===== src/design/kmdb_pkg.sv =====
package kmdb_pkg;

	localparam int MODE_W  = 2;
	localparam int PRESS_W = 42;
	localparam int TIDX_W  = 6;
	localparam int CODE_W  = 8;
	localparam int KIND_W  = 2;
	localparam int POS_W   = 3;
	localparam int OUTC_W  = 3;
	localparam int REP_W   = 6;
	localparam int FILLO_W = 3;
	localparam int KEYS_W  = 48;
	localparam int THR_W   = 8;
	localparam int CNT_BITS = 8;

	localparam logic [THR_W-1:0] THRESH_RESET = 8'd50;

	localparam logic [MODE_W-1:0] MODE_SCAN   = 2'd0;
	localparam logic [MODE_W-1:0] MODE_TABLE  = 2'd1;
	localparam logic [MODE_W-1:0] MODE_REMOVE = 2'd2;

	localparam logic [KIND_W-1:0] KIND_CROSS   = 2'd0;
	localparam logic [KIND_W-1:0] KIND_SUMMARY = 2'd1;
	localparam logic [KIND_W-1:0] KIND_TABLE   = 2'd2;
	localparam logic [KIND_W-1:0] KIND_REMOVE  = 2'd3;

	localparam logic [OUTC_W-1:0] OUTC_ADDED   = 3'd0;
	localparam logic [OUTC_W-1:0] OUTC_PRESENT = 3'd1;
	localparam logic [OUTC_W-1:0] OUTC_FULL    = 3'd2;
	localparam logic [OUTC_W-1:0] OUTC_REMOVED = 3'd3;
	localparam logic [OUTC_W-1:0] OUTC_MISSING = 3'd4;

endpackage


===== src/design/kmdb_if.sv =====
interface kmdb_in_if;
	import kmdb_pkg::*;

	logic               valid;
	logic               ready;
	logic [MODE_W-1:0]  mode;
	logic [PRESS_W-1:0] rows_pressed;
	logic [TIDX_W-1:0]  table_index;
	logic [CODE_W-1:0]  key_code;

	modport source (output valid, mode, rows_pressed, table_index, key_code, input ready);
	modport sink   (input valid, mode, rows_pressed, table_index, key_code, output ready);
endinterface

interface kmdb_out_if;
	import kmdb_pkg::*;

	logic               valid;
	logic               ready;
	logic [KIND_W-1:0]  kind;
	logic [CODE_W-1:0]  event_code;
	logic [POS_W-1:0]   key_row;
	logic [POS_W-1:0]   key_col;
	logic [OUTC_W-1:0]  outcome;
	logic [REP_W-1:0]   keys_reported;
	logic [FILLO_W-1:0] buffer_fill;
	logic [KEYS_W-1:0]  buffer_keys;
	logic               last;

	modport source (output valid, kind, event_code, key_row, key_col, outcome, keys_reported,
		buffer_fill, buffer_keys, last, input ready);
	modport sink   (input valid, kind, event_code, key_row, key_col, outcome, keys_reported,
		buffer_fill, buffer_keys, last, output ready);
endinterface


===== src/design/kmdb_lane.sv =====
module kmdb_lane #(
	parameter int ROWS = 6
) (
	input  logic                       clk,
	input  logic                       arst_n,
	input  logic                       upd,
	input  logic [ROWS-1:0]            pressed,
	input  logic [kmdb_pkg::THR_W-1:0] threshold,
	output logic [ROWS-1:0]            over_q
);
	import kmdb_pkg::*;

	logic [CNT_BITS-1:0] cnt_q [ROWS];
	logic [CNT_BITS-1:0] cnt_nxt [ROWS];
	logic [ROWS-1:0]     hit;

	always_comb begin
		for (int r = 0; r < ROWS; r++) begin
			if (!pressed[r]) begin
				cnt_nxt[r] = '0;
			end else if (cnt_q[r] == {CNT_BITS{1'b1}}) begin
				cnt_nxt[r] = cnt_q[r];
			end else begin
				cnt_nxt[r] = cnt_q[r] + 1'b1;
			end
			hit[r] = cnt_nxt[r] > threshold;
		end
	end

	// a crossing counter is cleared at once; the walk only needs the flag
	always_ff @(posedge clk or negedge arst_n) begin
		if (!arst_n) begin
			for (int r = 0; r < ROWS; r++) begin
				cnt_q[r] <= '0;
			end
			over_q <= '0;
		end else if (upd) begin
			for (int r = 0; r < ROWS; r++) begin
				cnt_q[r] <= hit[r] ? '0 : cnt_nxt[r];
			end
			over_q <= hit;
		end
	end

endmodule


===== src/design/kmdb_merge.sv =====
module kmdb_merge #(
	parameter int ROWS         = 6,
	parameter int COLS         = 7,
	parameter int BUFFER_SLOTS = 6
) (
	input  logic                 clk,
	input  logic                 arst_n,
	kmdb_in_if.sink              item,
	kmdb_out_if.source           result,
	input  logic [ROWS*COLS-1:0] over_flags
);
	import kmdb_pkg::*;

	localparam int NKEYS  = ROWS * COLS;
	localparam int KEY_W  = (NKEYS > 1) ? $clog2(NKEYS) : 1;
	localparam int ROW_W  = (ROWS > 1) ? $clog2(ROWS) : 1;
	localparam int COL_W  = (COLS > 1) ? $clog2(COLS) : 1;
	localparam int CNT_W  = $clog2(NKEYS + 1);
	localparam int FILL_W = $clog2(BUFFER_SLOTS + 1);

	typedef logic [BUFFER_SLOTS-1:0][CODE_W-1:0] slots_t;
	typedef enum logic [2:0] {ST_IDLE, ST_WALK, ST_ADD, ST_SUM, ST_OP} state_t;

	state_t              state_q;
	logic [ROW_W-1:0]    row_q;
	logic [COL_W-1:0]    col_q;
	logic [CNT_W-1:0]    cnt_q;
	logic                op_rm_q;
	logic [CODE_W-1:0]   op_code_q;
	slots_t              slots_q;
	logic [FILL_W-1:0]   fill_q;
	logic [NKEYS-1:0]    tbl_vld_q;
	logic [CODE_W-1:0]   tbl_mem [NKEYS];
	logic [CODE_W-1:0]   rd_code_q;
	logic                rd_hit_q;

	logic                out_valid_q;
	logic [KIND_W-1:0]   out_kind_q;
	logic [CODE_W-1:0]   out_code_q;
	logic [POS_W-1:0]    out_row_q;
	logic [POS_W-1:0]    out_col_q;
	logic [OUTC_W-1:0]   out_outc_q;
	logic [REP_W-1:0]    out_rep_q;
	logic [FILLO_W-1:0]  out_fill_q;
	logic [KEYS_W-1:0]   out_keys_q;
	logic                out_last_q;

	logic                accept;
	logic                out_free;
	logic                out_load;
	logic                walk_last;
	logic [KEY_W-1:0]    rd_addr;
	logic [KEY_W-1:0]    flag_idx;
	logic [KEY_W-1:0]    wr_addr;
	logic                idx_ok;
	logic                tbl_we;
	logic [CODE_W-1:0]   cross_code;

	logic [OUTC_W-1:0]   add_outc;
	slots_t              add_slots;
	logic [FILL_W-1:0]   add_fill;
	logic [OUTC_W-1:0]   rm_outc;
	slots_t              rm_slots;
	slots_t              rm_shift;
	logic [FILL_W-1:0]   rm_fill;

	assign item.ready = (state_q == ST_IDLE);
	assign accept     = item.valid && item.ready;
	assign out_free   = !out_valid_q || result.ready;
	assign out_load   = out_free && ((state_q == ST_ADD) || (state_q == ST_SUM)
		|| (state_q == ST_OP));
	assign walk_last  = (row_q == ROW_W'(ROWS - 1)) && (col_q == COL_W'(COLS - 1));
	assign rd_addr    = KEY_W'(row_q * COLS + col_q);
	assign flag_idx   = KEY_W'(col_q * ROWS + row_q);
	assign wr_addr    = item.table_index[KEY_W-1:0];
	assign idx_ok     = {1'b0, item.table_index} < (TIDX_W + 1)'(NKEYS);
	assign tbl_we     = accept && (item.mode == MODE_TABLE) && idx_ok;
	assign cross_code = rd_hit_q ? rd_code_q : '0;

	// code table: one write port, one registered read port
	always_ff @(posedge clk) begin
		if (tbl_we) begin
			tbl_mem[wr_addr] <= item.key_code;
		end
		rd_code_q <= tbl_mem[rd_addr];
		rd_hit_q  <= tbl_vld_q[rd_addr];
	end

	// add: zero or present first, then full
	always_comb begin
		logic present;
		present   = 1'b0;
		add_slots = slots_q;
		add_fill  = fill_q;
		for (int i = 0; i < BUFFER_SLOTS; i++) begin
			if ((FILL_W'(i) < fill_q) && (slots_q[i] == cross_code)) begin
				present = 1'b1;
			end
		end
		if ((cross_code == '0) || present) begin
			add_outc = OUTC_PRESENT;
		end else if (fill_q == FILL_W'(BUFFER_SLOTS)) begin
			add_outc = OUTC_FULL;
		end else begin
			add_outc = OUTC_ADDED;
			add_fill = fill_q + 1'b1;
			for (int i = 0; i < BUFFER_SLOTS; i++) begin
				if (FILL_W'(i) == fill_q) begin
					add_slots[i] = cross_code;
				end
			end
		end
	end

	// remove: first held match, later slots move down one
	always_comb begin
		logic seen;
		seen     = 1'b0;
		rm_shift = slots_q >> CODE_W;
		rm_slots = slots_q;
		for (int j = 0; j < BUFFER_SLOTS; j++) begin
			seen = seen | ((FILL_W'(j) < fill_q) && (slots_q[j] == op_code_q));
			if (seen) begin
				rm_slots[j] = rm_shift[j];
			end
		end
		rm_outc = seen ? OUTC_REMOVED : OUTC_MISSING;
		rm_fill = seen ? fill_q - 1'b1 : fill_q;
	end

	always_ff @(posedge clk or negedge arst_n) begin
		if (!arst_n) begin
			state_q     <= ST_IDLE;
			row_q       <= '0;
			col_q       <= '0;
			cnt_q       <= '0;
			op_rm_q     <= 1'b0;
			op_code_q   <= '0;
			slots_q     <= '0;
			fill_q      <= '0;
			tbl_vld_q   <= '0;
			out_valid_q <= 1'b0;
			out_kind_q  <= KIND_CROSS;
			out_code_q  <= '0;
			out_row_q   <= '0;
			out_col_q   <= '0;
			out_outc_q  <= OUTC_ADDED;
			out_rep_q   <= '0;
			out_fill_q  <= '0;
			out_keys_q  <= '0;
			out_last_q  <= 1'b0;
		end else begin
			if (out_load) begin
				out_valid_q <= 1'b1;
			end else if (result.ready) begin
				out_valid_q <= 1'b0;
			end
			case (state_q)
				ST_IDLE: begin
					if (accept) begin
						case (item.mode)
							MODE_SCAN: begin
								row_q   <= '0;
								col_q   <= '0;
								cnt_q   <= '0;
								state_q <= ST_WALK;
							end
							MODE_TABLE: begin
								if (idx_ok) begin
									tbl_vld_q[wr_addr] <= 1'b1;
								end
								op_rm_q <= 1'b0;
								state_q <= ST_OP;
							end
							MODE_REMOVE: begin
								op_rm_q   <= 1'b1;
								op_code_q <= item.key_code;
								state_q   <= ST_OP;
							end
							default: begin
								state_q <= ST_IDLE;
							end
						endcase
					end
				end
				ST_WALK: begin
					if (over_flags[flag_idx]) begin
						state_q <= ST_ADD;
					end else if (walk_last) begin
						state_q <= ST_SUM;
					end else if (row_q == ROW_W'(ROWS - 1)) begin
						row_q <= '0;
						col_q <= col_q + 1'b1;
					end else begin
						row_q <= row_q + 1'b1;
					end
				end
				ST_ADD: begin
					if (out_free) begin
						out_kind_q  <= KIND_CROSS;
						out_code_q  <= cross_code;
						out_row_q   <= POS_W'(row_q);
						out_col_q   <= POS_W'(col_q);
						out_outc_q  <= add_outc;
						out_rep_q   <= '0;
						out_fill_q  <= FILLO_W'(add_fill);
						out_keys_q  <= KEYS_W'(add_slots);
						out_last_q  <= 1'b0;
						slots_q     <= add_slots;
						fill_q      <= add_fill;
						cnt_q       <= cnt_q + 1'b1;
						if (walk_last) begin
							state_q <= ST_SUM;
						end else begin
							state_q <= ST_WALK;
							if (row_q == ROW_W'(ROWS - 1)) begin
								row_q <= '0;
								col_q <= col_q + 1'b1;
							end else begin
								row_q <= row_q + 1'b1;
							end
						end
					end
				end
				ST_SUM: begin
					if (out_free) begin
						out_kind_q  <= KIND_SUMMARY;
						out_code_q  <= '0;
						out_row_q   <= '0;
						out_col_q   <= '0;
						out_outc_q  <= OUTC_ADDED;
						out_rep_q   <= REP_W'(cnt_q);
						out_fill_q  <= FILLO_W'(fill_q);
						out_keys_q  <= KEYS_W'(slots_q);
						out_last_q  <= 1'b1;
						state_q     <= ST_IDLE;
					end
				end
				ST_OP: begin
					if (out_free) begin
						out_row_q   <= '0;
						out_col_q   <= '0;
						out_rep_q   <= '0;
						out_last_q  <= 1'b1;
						if (op_rm_q) begin
							out_kind_q <= KIND_REMOVE;
							out_code_q <= op_code_q;
							out_outc_q <= rm_outc;
							out_fill_q <= FILLO_W'(rm_fill);
							out_keys_q <= KEYS_W'(rm_slots);
							slots_q    <= rm_slots;
							fill_q     <= rm_fill;
						end else begin
							out_kind_q <= KIND_TABLE;
							out_code_q <= '0;
							out_outc_q <= OUTC_ADDED;
							out_fill_q <= FILLO_W'(fill_q);
							out_keys_q <= KEYS_W'(slots_q);
						end
						state_q <= ST_IDLE;
					end
				end
				default: begin
					state_q <= ST_IDLE;
				end
			endcase
		end
	end

	assign result.valid         = out_valid_q;
	assign result.kind          = out_kind_q;
	assign result.event_code    = out_code_q;
	assign result.key_row       = out_row_q;
	assign result.key_col       = out_col_q;
	assign result.outcome       = out_outc_q;
	assign result.keys_reported = out_rep_q;
	assign result.buffer_fill   = out_fill_q;
	assign result.buffer_keys   = out_keys_q;
	assign result.last          = out_last_q;

endmodule


===== src/design/key_matrix_debounce_buffer.sv =====
// channel   dir  handshake      payload
// item      in   valid/ready    mode, rows_pressed, table_index, key_code
// result    out  valid/ready    kind, event_code, key_row, key_col, outcome,
//                               keys_reported, buffer_fill, buffer_keys, last
// config    in   cfg_wr_en      cfg_wr_data (debounce_threshold)
//
// A scan request: the column lanes update all counters in the accept cycle, then the
// merge unit walks the keys one per cycle, with an extra ST_ADD step per crossing
// for the registered code table read; ST_ADD waits while the output is stalled.
// Table write and remove each pass through ST_OP to their result.
// Reset clears counters, buffer and table valid bits at once; no clearing pass.
// A stalled result holds the walk; the next request is taken while the final
// result still waits in the output register.
module key_matrix_debounce_buffer #(
	parameter int ROWS         = 6,
	parameter int COLS         = 7,
	parameter int BUFFER_SLOTS = 6
) (
	input  logic                       clk,
	input  logic                       arst_n,
	input  logic                       cfg_wr_en,
	input  logic [kmdb_pkg::THR_W-1:0] cfg_wr_data,
	kmdb_in_if.sink                    item,
	kmdb_out_if.source                 result
);
	import kmdb_pkg::*;

	localparam int NKEYS = ROWS * COLS;

	logic [THR_W-1:0] thr_q;
	logic [NKEYS-1:0] pressed_ext;
	logic [NKEYS-1:0] over_flags;
	logic             scan_upd;

	always_ff @(posedge clk or negedge arst_n) begin
		if (!arst_n) begin
			thr_q <= THRESH_RESET;
		end else if (cfg_wr_en) begin
			thr_q <= cfg_wr_data;
		end
	end

	assign scan_upd = item.valid && item.ready && (item.mode == MODE_SCAN);

	for (genvar b = 0; b < NKEYS; b++) begin : g_bit
		if (b < PRESS_W) begin : g_in
			assign pressed_ext[b] = item.rows_pressed[b];
		end else begin : g_pad
			assign pressed_ext[b] = 1'b0;
		end
	end

	for (genvar c = 0; c < COLS; c++) begin : g_lane
		kmdb_lane #(
			.ROWS(ROWS)
		) u_lane (
			.clk      (clk),
			.arst_n   (arst_n),
			.upd      (scan_upd),
			.pressed  (pressed_ext[c*ROWS +: ROWS]),
			.threshold(thr_q),
			.over_q   (over_flags[c*ROWS +: ROWS])
		);
	end

	kmdb_merge #(
		.ROWS        (ROWS),
		.COLS        (COLS),
		.BUFFER_SLOTS(BUFFER_SLOTS)
	) u_merge (
		.clk       (clk),
		.arst_n    (arst_n),
		.item      (item),
		.result    (result),
		.over_flags(over_flags)
	);

endmodule


===== src/flat_wrapper.sv =====
// flat-port wrapper written by rule: the top's interface ports become plain ports
module key_matrix_debounce_buffer_flat import kmdb_pkg::*;
#(
	parameter int ROWS         = 6,
	parameter int COLS         = 7,
	parameter int BUFFER_SLOTS = 6
)
  (clk, arst_n, cfg_wr_en, cfg_wr_data, item_valid, item_mode, item_rows_pressed, item_table_index, item_key_code, item_ready, result_valid, result_kind, result_event_code, result_key_row, result_key_col, result_outcome, result_keys_reported, result_buffer_fill, result_buffer_keys, result_last, result_ready);
  kmdb_in_if item_i ();
  kmdb_out_if result_i ();
  input  logic clk;
  input  logic arst_n;
  input  logic cfg_wr_en;
  input  logic [kmdb_pkg::THR_W-1:0] cfg_wr_data;
  input wire logic [$bits(item_i.valid)-1:0] item_valid;
  input wire logic [$bits(item_i.mode)-1:0] item_mode;
  input wire logic [$bits(item_i.rows_pressed)-1:0] item_rows_pressed;
  input wire logic [$bits(item_i.table_index)-1:0] item_table_index;
  input wire logic [$bits(item_i.key_code)-1:0] item_key_code;
  output wire logic [$bits(item_i.ready)-1:0] item_ready;
  output wire logic [$bits(result_i.valid)-1:0] result_valid;
  output wire logic [$bits(result_i.kind)-1:0] result_kind;
  output wire logic [$bits(result_i.event_code)-1:0] result_event_code;
  output wire logic [$bits(result_i.key_row)-1:0] result_key_row;
  output wire logic [$bits(result_i.key_col)-1:0] result_key_col;
  output wire logic [$bits(result_i.outcome)-1:0] result_outcome;
  output wire logic [$bits(result_i.keys_reported)-1:0] result_keys_reported;
  output wire logic [$bits(result_i.buffer_fill)-1:0] result_buffer_fill;
  output wire logic [$bits(result_i.buffer_keys)-1:0] result_buffer_keys;
  output wire logic [$bits(result_i.last)-1:0] result_last;
  input wire logic [$bits(result_i.ready)-1:0] result_ready;
  assign item_i.valid = item_valid;
  assign item_i.mode = item_mode;
  assign item_i.rows_pressed = item_rows_pressed;
  assign item_i.table_index = item_table_index;
  assign item_i.key_code = item_key_code;
  assign item_ready = item_i.ready;
  assign result_valid = result_i.valid;
  assign result_kind = result_i.kind;
  assign result_event_code = result_i.event_code;
  assign result_key_row = result_i.key_row;
  assign result_key_col = result_i.key_col;
  assign result_outcome = result_i.outcome;
  assign result_keys_reported = result_i.keys_reported;
  assign result_buffer_fill = result_i.buffer_fill;
  assign result_buffer_keys = result_i.buffer_keys;
  assign result_last = result_i.last;
  assign result_i.ready = result_ready;
  key_matrix_debounce_buffer #(.ROWS(ROWS), .COLS(COLS), .BUFFER_SLOTS(BUFFER_SLOTS)) u_core (.clk(clk), .arst_n(arst_n), .cfg_wr_en(cfg_wr_en), .cfg_wr_data(cfg_wr_data), .item(item_i), .result(result_i));
endmodule

===== config.mk =====
export PLATFORM = sky130hd
export DESIGN_NAME = key_matrix_debounce_buffer_flat
export DESIGN_NICKNAME = d
export VERILOG_FILES = /design/src/design/kmdb_pkg.sv /design/src/design/kmdb_if.sv /design/src/design/kmdb_lane.sv /design/src/design/kmdb_merge.sv /design/src/design/key_matrix_debounce_buffer.sv /design/src/flat_wrapper.sv
export SDC_FILE = /design/constraint.sdc
export NUM_CORES = 2
export LEC_CHECK = 0
export BUFFER_PORTS_ARGS = -buffer_cell sky130_fd_sc_hd__buf_2
export CAP_MARGIN = 20
export CORE_UTILIZATION = 61
export CTS_CLUSTER_SIZE = 16
export DETAILED_ROUTE_END_ITERATION = 16
export PLACE_DENSITY = 0.78
export SLEW_MARGIN = 20
export SYNTH_ARGS = -nofsm -noshare
export SYNTH_HDL_FRONTEND = slang
export SYNTH_SLANG_ARGS = --single-unit
export TNS_END_PERCENT = 5

===== constraint.sdc =====
create_clock -name clk -period 10.8 [get_ports clk]
set_clock_uncertainty 0.2 [all_clocks]
set_input_delay 1.62 -clock clk [delete_from_list [all_inputs] [get_ports clk]]
set_output_delay 1.62 -clock clk [all_outputs]
set_load 0.03 [all_outputs]

==> impl_metrics.py <==
metrics = {
    "die": {
        "dieWidth_microns": 301,
        "coreArea_sq_um": 88400,
        "dieArea_sq_um": 90300,
        "core.rowCount": 109,
        "start_util_pct": 61.5,
        "die-height_microns": 301,
        "design.portCount": 150,
    },
    "detailed_routing": {
        "vias": 42900,
        "ant_nets": 0,
        "wl_per_cell_microns": 22.6,
        "routed_wl_microns": 146000,
        "drt_drc_violations_left": 0,
        "viasPerCell": 6.65,
        "dr.first_iter.drc_count": 4711,
        "firstDrtPassIters": 7,
    },
    "worst_setup_path": {
        "worstSetupStartpointType": "input port",
        "cp_max_fo": 72,
        "cp_top_family": "buffers and inverters",
        "critPathBufInv": 5,
        "critPathCaptureType": "flop",
        "arrival_ns": 5.11,
        "path_cells": "buf_2 > inv_1 > ha_1 > inv_1 > nor4_2 > buf_4 > buf_4 > nand3_1 > nor4_1 > a21o_1",
        "critPathKind": "input port to flop",
        "critPathMaxStageDelay_ns": 0.80,
        "critical_path_required_ns": 11.20,
        "crit_path_top_delay_cell": "buf_4",
    },
    "yosys": {
        "synth_most_common_cell": "dfrtp_1",
        "syn_inst": 5145,
        "yosys_warnings": 0,
        "ys_ff_latch": 926,
        "yosysUniqueCellTypes": 85,
        "avgSynthCellArea_sq_um": 10.6,
        "yosys-top-cells-count": "dfrtp_1, nand2_1, nor2_1, ha_1, edfxtp_1",
        "synth-main-ff-cell": "dfrtp_1",
        "yosysSeqAreaShare_pct": 45.6,
        "netlist_area_sq_um": 54400,
        "synth_edf_count": 336,
        "synth_top_cell_by_area": "dfrtp_1",
        "synth_top_area_share_pct": 26.6,
        "synth.area.top_cells": "dfrtp_1, edfxtp_1, ha_1, mux4_2, nand2_1",
        "async_reset_ff_share_pct": 62.7,
        "syn_nets": 5626,
    },
    "timing": {
        "fin_tns_setup_ns": 0,
        "worst_slack_ns": 6.08,
        "drv_slew": 0,
        "rsz0062_at_grt": "false",
        "finalCritPeriodShare_pct": 43.7,
        "relSlewSlack_pct": 19.5,
        "max_clock_freq_mhz": 212,
        "hold_violations": 0,
        "tightestPinTransition_ns": 1.20,
        "setup-violations-final": 0,
        "period_needed_ns": 4.72,
    },
    "clock_network": {
        "cts_tree": "yes",
        "post-cts-setup-buffers": 0,
        "ctsResizeCount": 0,
        "ctsHoldBuffers": 0,
        "path_clk_slew_ns": 0.06,
        "cts_inserted_buffers": 96,
        "cts_max_level": 3,
        "cts.path.max_buffers": 3,
        "clock_latency_ns": 0.69,
        "root_buffer": "clkbuf_16",
        "cts.sink_count": 926,
    },
    "placement": {
        "finalWeightedCongestion": 0.968,
        "hpwl_microns": 92600,
        "dp_slack_ns": 5.10,
        "dp_cells": 6262,
        "numPortBuffers": 149,
    },
    "global_route": {
        "grt_pass1_wl_microns": 231000,
        "grt_max_degree": 162,
        "grt_pass1_vias": 41100,
        "antenna_found_initial": 11,
        "overflow": 0,
        "grtUsageTotal_pct": 32.3,
    },
    "flow_run": {
        "max_cap_viol_count": 0,
    },
    "layout": {
        "drive_above_1_share_pct": 11.1,
        "num-fill-cells": 6522,
        "areaGrowthSynthToFinish_pct": 9.25,
        "instances_no_fill": 6449,
        "fin_nets": 5676,
    },
    "outcome": {
        "status": "completed",
    },
    "hold_path": {
        "min_path_type": "flop to flop",
    },
    "power": {
        "power_uw": 13200,
        "peakVddDrop_v": 0.000201,
        "p_leak_uw": 0.0258,
        "p_per_area_nw_per_um2": 221,
    },
}
## per-stage QoR
| step | hold WS [ns] | instance area [sq um] | util [%] |
|---|---|---|---|
| 2_1_floorplan | 0.234 | 54400 | - |
| 3_3_place_gp | 0.247 | 56000 | 63.4 |
| 3_5_place_dp | 0.250 | 56000 | 63.4 |
| 4_1_cts | 0.271 | 59400 | 67.2 |
| 5_1_grt | 0.276 | 59400 | 67.2 |
| 6_report | 0.269 | 59400 | 67.2 |
## final timing paths
| check | start | endpoint | slack (ns) | cells after the start |
|---|---|---|---|---|
| worst max-delay path | item_mode[0] | u_core.g_lane[0].u_lane.cnt_q[13] | 6.08 | 10 |
| min in group asynchronous | arst_n | u_core.g_lane[4].u_lane.cnt_q[11] | 0.77 | 1 |
| worst max register to register | u_core.u_merge.row_q[1] | u_core.u_merge.rd_code_q[0] | 6.28 | 10 |
| worst min register to register | u_core.u_merge.tbl_vld_q[29] | u_core.u_merge.tbl_vld_q[29] | 0.27 | 1 |
| worst min-delay path | u_core.u_merge.tbl_vld_q[29] | u_core.u_merge.tbl_vld_q[29] | 0.27 | 1 |
| max in group asynchronous | arst_n | u_core.u_merge.tbl_vld_q[2] | 7.33 | 3 |
## placed cells by master (no fill, tap or decap), types with 50 or more instances in the layout
cell type    n
nor2b_1     53
nor3_1      50
a21o_1      84
dfrtp_1    577
or2_2       54
nand4_1    117
nand3_1    243
xnor2_1    101
clkbuf_16   96
nand2_1    478
xor2_1     125
o21ai_0    296
inv_1      143
and3_1      72
a31oi_1     99
edfxtp_1   336
nor2_1     423
a21oi_1    195
a22o_1     178
ha_1       402
mux2i_1    104
buf_2      148
mux4_2     112
## state kept, by name (all words and copies together) (netlist names), 8 cells and up
name	flops
u_core.u_merge.op_code_q	8
u_core.thr_q	8
u_core.u_merge.rd_code_q	8
u_core.u_merge.slots_q	8
u_core.u_merge.tbl_vld_q	42
u_core.u_merge.result.buffer_keys	48
u_core.u_merge.tbl_mem	336
u_core.u_merge.result.event_code	8
u_core.g_lane.u_lane.over_q	42
u_core.g_lane.u_lane.cnt_q	336
u_core.u_merge.rm_shift	40
## cell type report
class / count / area (sq um) / area share, %
Inverter: 155 / 583 / 0.982
Antenna cell: 7 / 17.5 / 0.0295
Clock inverter: 56 / 731 / 1.23
Timing Repair Buffer: 186 / 1060 / 1.78
Multi-Input combinational cell: 3830 / 28100 / 47.3
Clock buffer: 124 / 2620 / 4.41
Sequential cell: 926 / 24800 / 41.8
Tap cell: 1165 / 1460 / 2.45
## where the power goes
group	internal, uW	switching [uW]	total [uW]
combinational	1990	2680	4680
sequential	4150	799	4950
clock	2040	1490	3530
## routing by layer
layer  vias up  track usage (%)  part of all wire (%)
li1      19500                -                     -
met4         6             12.6                   3.9
met2      2008             50.3                    46
met1     21000             45.5                    42
met5         -                0                 0.023
met3       405             5.10                   8.6
## kinds of logic (layout without fill, tap and decap cells)
family	Yosys count	in the layout	share of synthesized area, %
adders and majority gates	410	410	9.52
DFF	926	926	45.6
other	0	7	0
AOI/OAI and AO/OA	1231	1231	15.5
muxes	256	256	7.60
buffers and inverters	389	521	2.85
and+or+nand+nor	1706	1706	15.2
xor gates and xnor gates	227	227	3.66
Note: power is estimated with default switching activity, not from simulation.
